--- src/hdl/eps_pkg.sv ---
package eps_pkg;

  // Fixed field widths
  localparam int NODE_W  = 10;
  localparam int FIDX_W  = 6;
  localparam int FEAT_W  = 16;
  localparam int CNT_W   = 7;
  localparam int PROD_W  = 32;
  localparam int ACC_W   = 40;
  localparam int SCORE_W = 41;

  // Parameter defaults
  localparam int NODES_MAX_DEF    = 1024;
  localparam int FEATURES_MAX_DEF = 64;

  // Reset value of the feature count register
  localparam logic [CNT_W-1:0] COUNT_RESET = 7'd64;

  // Input action codes
  localparam logic ACT_WRITE = 1'b0;
  localparam logic ACT_QUERY = 1'b1;

  // Controller to datapath commands
  typedef struct packed {
    logic             wr;        // write one feature word
    logic             start;     // capture endpoints, clear accumulator
    logic             issue;     // read both rows at feat_idx
    logic [CNT_W-1:0] feat_idx;
    logic             load_out;  // move accumulator to output register
  } eps_cmd_t;

  // Datapath to controller status
  typedef struct packed {
    logic pipe_busy;             // reads or products still in flight
  } eps_sts_t;

endpackage

--- src/hdl/eps_ctrl.sv ---
module eps_ctrl import eps_pkg::*; #(
  parameter int FEATURES_MAX = FEATURES_MAX_DEF
) (
  input  logic             clk,
  input  logic             rst_n,
  input  logic             in_valid,
  input  logic             in_action,
  output logic             in_stall,
  output logic             out_valid,
  input  logic             out_stall,
  input  logic             cfg_we,
  input  logic [CNT_W-1:0] cfg_data,
  output eps_cmd_t         cmd,
  input  eps_sts_t         sts
);

  localparam logic [1:0] ST_IDLE  = 2'd0;
  localparam logic [1:0] ST_RUN   = 2'd1;
  localparam logic [1:0] ST_DRAIN = 2'd2;

  localparam int CMP_W = 11;
  localparam logic [CMP_W-1:0] FMAX_CMP = CMP_W'(FEATURES_MAX);

  logic [1:0]       state_r, state_nxt;
  logic [CNT_W-1:0] count_r;
  logic [CNT_W-1:0] lim_r, lim_nxt;
  logic [CNT_W-1:0] j_r, j_nxt;
  logic             out_valid_r, out_valid_nxt;
  logic [CNT_W-1:0] lim;

  // Effective feature count, clipped to the table width
  assign lim = ({{(CMP_W-CNT_W){1'b0}}, count_r} > FMAX_CMP) ? CNT_W'(FEATURES_MAX) : count_r;

  // Configuration register
  always_ff @(posedge clk) begin
    if (!rst_n) begin
      count_r <= COUNT_RESET;
    end else if (cfg_we) begin
      count_r <= cfg_data;
    end
  end

  // Sequencer
  always_comb begin
    state_nxt     = state_r;
    lim_nxt       = lim_r;
    j_nxt         = j_r;
    out_valid_nxt = out_valid_r && out_stall;
    cmd           = '0;
    cmd.feat_idx  = j_r;
    in_stall      = 1'b1;
    case (state_r)
      ST_IDLE: begin
        in_stall = 1'b0;
        if (in_valid) begin
          if (in_action == ACT_QUERY) begin
            cmd.start = 1'b1;
            lim_nxt   = lim;
            j_nxt     = '0;
            state_nxt = (lim == '0) ? ST_DRAIN : ST_RUN;
          end else begin
            cmd.wr = 1'b1;
          end
        end
      end
      ST_RUN: begin
        cmd.issue = 1'b1;
        j_nxt     = j_r + CNT_W'(1);
        if ((j_r + CNT_W'(1)) == lim_r) begin
          state_nxt = ST_DRAIN;
        end
      end
      ST_DRAIN: begin
        // wait for the pipe to empty and the output register to free up
        if (!sts.pipe_busy && (!out_valid_r || !out_stall)) begin
          cmd.load_out  = 1'b1;
          out_valid_nxt = 1'b1;
          state_nxt     = ST_IDLE;
        end
      end
      default: begin
        state_nxt = ST_IDLE;
      end
    endcase
  end

  always_ff @(posedge clk) begin
    if (!rst_n) begin
      state_r     <= ST_IDLE;
      out_valid_r <= 1'b0;
      lim_r       <= '0;
      j_r         <= '0;
    end else begin
      state_r     <= state_nxt;
      out_valid_r <= out_valid_nxt;
      lim_r       <= lim_nxt;
      j_r         <= j_nxt;
    end
  end

  assign out_valid = out_valid_r;

endmodule

--- config.mk ---
export PLATFORM = sky130hd
export DESIGN_NAME = eps_ctrl
export DESIGN_NICKNAME = d
export VERILOG_FILES = /design/src/hdl/eps_pkg.sv /design/src/hdl/eps_ctrl.sv
export SDC_FILE = /design/constraint.sdc
export NUM_CORES = 1
export LEC_CHECK = 0
export ABC_AREA = 1
export BUFFER_PORTS_ARGS = -buffer_cell sky130_fd_sc_hd__buf_2
export CAP_MARGIN = 5
export CORE_MARGIN = 2
export CORE_UTILIZATION = 24
export DETAILED_ROUTE_END_ITERATION = 16
export SYNTH_ARGS = -nofsm -noshare
export SYNTH_HDL_FRONTEND = slang
export SYNTH_SLANG_ARGS = --single-unit
--- constraint.sdc ---
create_clock -name clk -period 2 [get_ports clk]
set_clock_uncertainty 0.05 [all_clocks]
set_input_delay 0.1 -clock clk [delete_from_list [all_inputs] [get_ports clk]]
set_output_delay 0.1 -clock clk [all_outputs]
set_load 0.005 [all_outputs]
==> results.md <==
- CP max-delay cell: dfxtp_1
- Logic pwr share: around 14%
- CP Class: reg -> reg
- First-pass GRT wire length: 4520 µm
- 1st-iter DRT viols: between 50 and 60
- Sequential share of power: approximately 47%
- PD cells: 735 nW/µm²
- Tightest Pin Transition: ~0.52 ns
- DRT Wirelength: roughly 2700 µm
- Fillers: between 500 and 600
- DR DRC count: 0
- CTS Sinks: 24
- Clock power share: between 30% and 40%
- Setup violations, final: 0
- Cells along the critical path: ha_1, nand2_2, nor2_2, nand3_1, nand3_1, nand2_1, nor2_1, nand3_1, nand2_1, nand2_1, a21oi_2
- Stages on the worst setup path: 11
- Reg2Reg Depth: 11
- WHS: between 0.01 and 0.015 ns
- H-tree depth: 1
- Vias in the first global route: 996
- Hold WC Path Type: in -> reg
- Post-route antenna net violation count: 0
- Row count: 25
- Critical path arrival: approximately 1.8 ns
- Fin. Hold Viols: 0
- Syn nets: a little under 200
- Worst-path clk slew: 0.09 ns
- CP required: about 2.2 ns
- Nets: between 200 and 250
- Ys Warns: 0
- Root buffer cell: clkbuf_8
- VDD IR max: around 0.39 mV
- Gate Count Post-Synth: between 150 and 200
- WL/cell: approximately 9.6 µm
- Max Slew Vio Count: 0
- Largest net degree at the start of global routing: 16
- Finished Cell Area: 1510 µm²
- Setup Buffers After CTS: 0
- GP Congestion: about 0.80
- Die extent in x: ~74 µm
- TritonCTS clock tree: built
- Crit path largest cell delay: approximately 0.45 ns
- Die Y: 74.4 µm
- Core footprint: between 4000 and 5000 µm²
- Initial Utilization: approximately 25%
- Post-synthesis instance area: about 1200 µm²
- Achievable Freq: between 500 and 600 MHz
- Port Buffers: 26
- Max_slew headroom: 65.2%
- Post-synthesis sequential area ratio: 40.4%
- Period utilization: a little over four fifths
- Num ports: 27
- Most frequent cells in the layout: nand2_1 (54), buf_2 (26), dfxtp_1 (24), nor2_1 (22), a21oi_1 (18)
- Internal power: around 0.83 mW
- #FFs+latches synth: 24
- Worst Path Buf+Inv: 0
- Final HPWL DP: roughly 2000 µm
- Unrepaired setup endpoints after global routing: no
- Tot GR Track Use: about a tenth
- Max-Cap Viols: 0
- NetSw: between 0.2 and 0.3 mW
- Length of the first detailed-routing pass in iterations: 4
- Leakage: around 0.65 nW
- Placed Area: ~1400 µm²
- Crit path launch type: flip-flop
- Critical path capture point type: flip-flop
- Layout area overhead: 26.7%
- Top delay family on crit path: simple AND/OR/NAND/NOR gates
- N_diodes: 0
- Share of cells above drive strength 1: between 10% and 20%
- Setup tns final: 0 ns
- Initial antenna violation count: 0
- Crit-path max FO: 6
- Die Area: 5540 µm²
- Clock period minus worst slack: around 1.7 ns
- Status: finished clean
- Hold depth: 3
- Worst-skew pair later-pin latency: roughly 0.27 ns
- Sw frac: roughly a quarter
- Cts repair resizes: 0
- Vias after detailed routing: 1165
- Post-synth cell types: 24
- Via density: 4.18
- Total CTS buffers: 3
- Syn Area/Cell: between 6 and 7 µm²
- Clk buf depth: 2
- Most common cell after layout, fill and taps aside: nand2_1
- Grt total ovfl: 0
[per-layer routing]
layer	vias up	global-route usage [%]	routed length [µm]
li1	639	-	-
met4	0	2.38	17
met5	-	0	0
met3	2	3.39	159
met1	491	14.8	1410
met2	33	15.0	1080
[worst paths after layout]
path | startpoint | slack [ns] | to
max | j_r[0] | 0.33 | state_r[1]
min | cfg_data[2] | 0.01 | count_r[2]
max reg2reg | j_r[0] | 0.33 | state_r[1]
min reg2reg | count_r[0] | 0.41 | lim_r[0]
[kinds of logic (layout without fill, tap and decap cells)]
logic type      count (synthesis)  count (layout)  share of synthesized area [%]
xor+xnor                        2               2                           1.47
simple gates                  100             100                           35.9
buf+inv                        22              54                           6.94
fa+ha+maj                       1               1                           1.05
compound gates                 31              31                           14.3
flops                          24              24                           40.4
[synth_stat cells]
master | n | share of area, %
nand2_1 | 54 | 17
dfxtp_1 | 24 | 40
nor2_1 | 22 | 6.9
a21oi_1 | 18 | 7.6
inv_1 | 17 | 5.4
nand3_1 | 15 | 6.3
o21ai_0 | 11 | 4.6
inv_2 | 2 | 0.63
nor2_2 | 2 | 1.1
a21oi_2 | 1 | 0.74
a21oi_4 | 1 | 1.4
buf_1 | 1 | 0.32
clkbuf_1 | 1 | 0.32
clkinv_1 | 1 | 0.32
ha_1 | 1 | 1.1
nand2_2 | 1 | 0.53
nand3_2 | 1 | 0.84
nand3b_1 | 1 | 0.63
nand4_1 | 1 | 0.53
nor2_4 | 1 | 0.95
nor3_1 | 1 | 0.42
nor3b_1 | 1 | 0.63
xnor2_1 | 1 | 0.74
xor2_1 | 1 | 0.74
[power by group through the flow]
stage | Clock (mW) | Sequential (mW) | Combinational [mW]
floorplan | 0 | 0.527 | 0.103
global placement | 0 | 0.530 | 0.154
detailed placement | 0 | 0.531 | 0.154
CTS | 0.452 | 0.520 | 0.160
global route | 0.466 | 0.524 | 0.180
finish | 0.430 | 0.520 | 0.159
[sequential cells by signal, indices dropped and copies added (netlist names)]
| name | count |
|---|---|
| count_r | 7 |
| j_r | 7 |
| lim_r | 7 |
| out_valid | 1 |
| state_r | 2 |
[cell type report]
class | count | area, µm² | area share, %
Clock buffer | 3 | 41.3 | 2.74
Tap cell | 67 | 83.8 | 5.56
Timing Repair Buffer | 30 | 170 | 11.3
Clock inverter | 1 | 30.0 | 1.99
Sequential cell | 24 | 480 | 31.9
Multi-Input combinational cell | 134 | 627 | 41.6
Inverter | 20 | 75.1 | 4.98
[metrics by stage]
step / cells / util (%) / total power, mW / setup WS, ns
floorplan: 180 / - / 0.630 / 0.485
global placement: 271 / 29.4 / 0.683 / 0.419
detailed placement: 271 / 29.4 / 0.685 / 0.342
CTS: 279 / 31.7 / 1.13 / 0.323
global route: 279 / 31.7 / 1.17 / 0.121
finish: 279 / 31.7 / 1.11 / 0.332
[tightest hold or removal path, stage by stage]
cell,delay (ns)
buf_2,0.08
nor2_1,0.03
nor2_1,0.09
[repair_timing]
item	CTS	global route
hold endpoints to repair	4	0
hold buffers	4	0
endpoints found under the setup margin	0	0
Power figures use the tool's default switching activity.
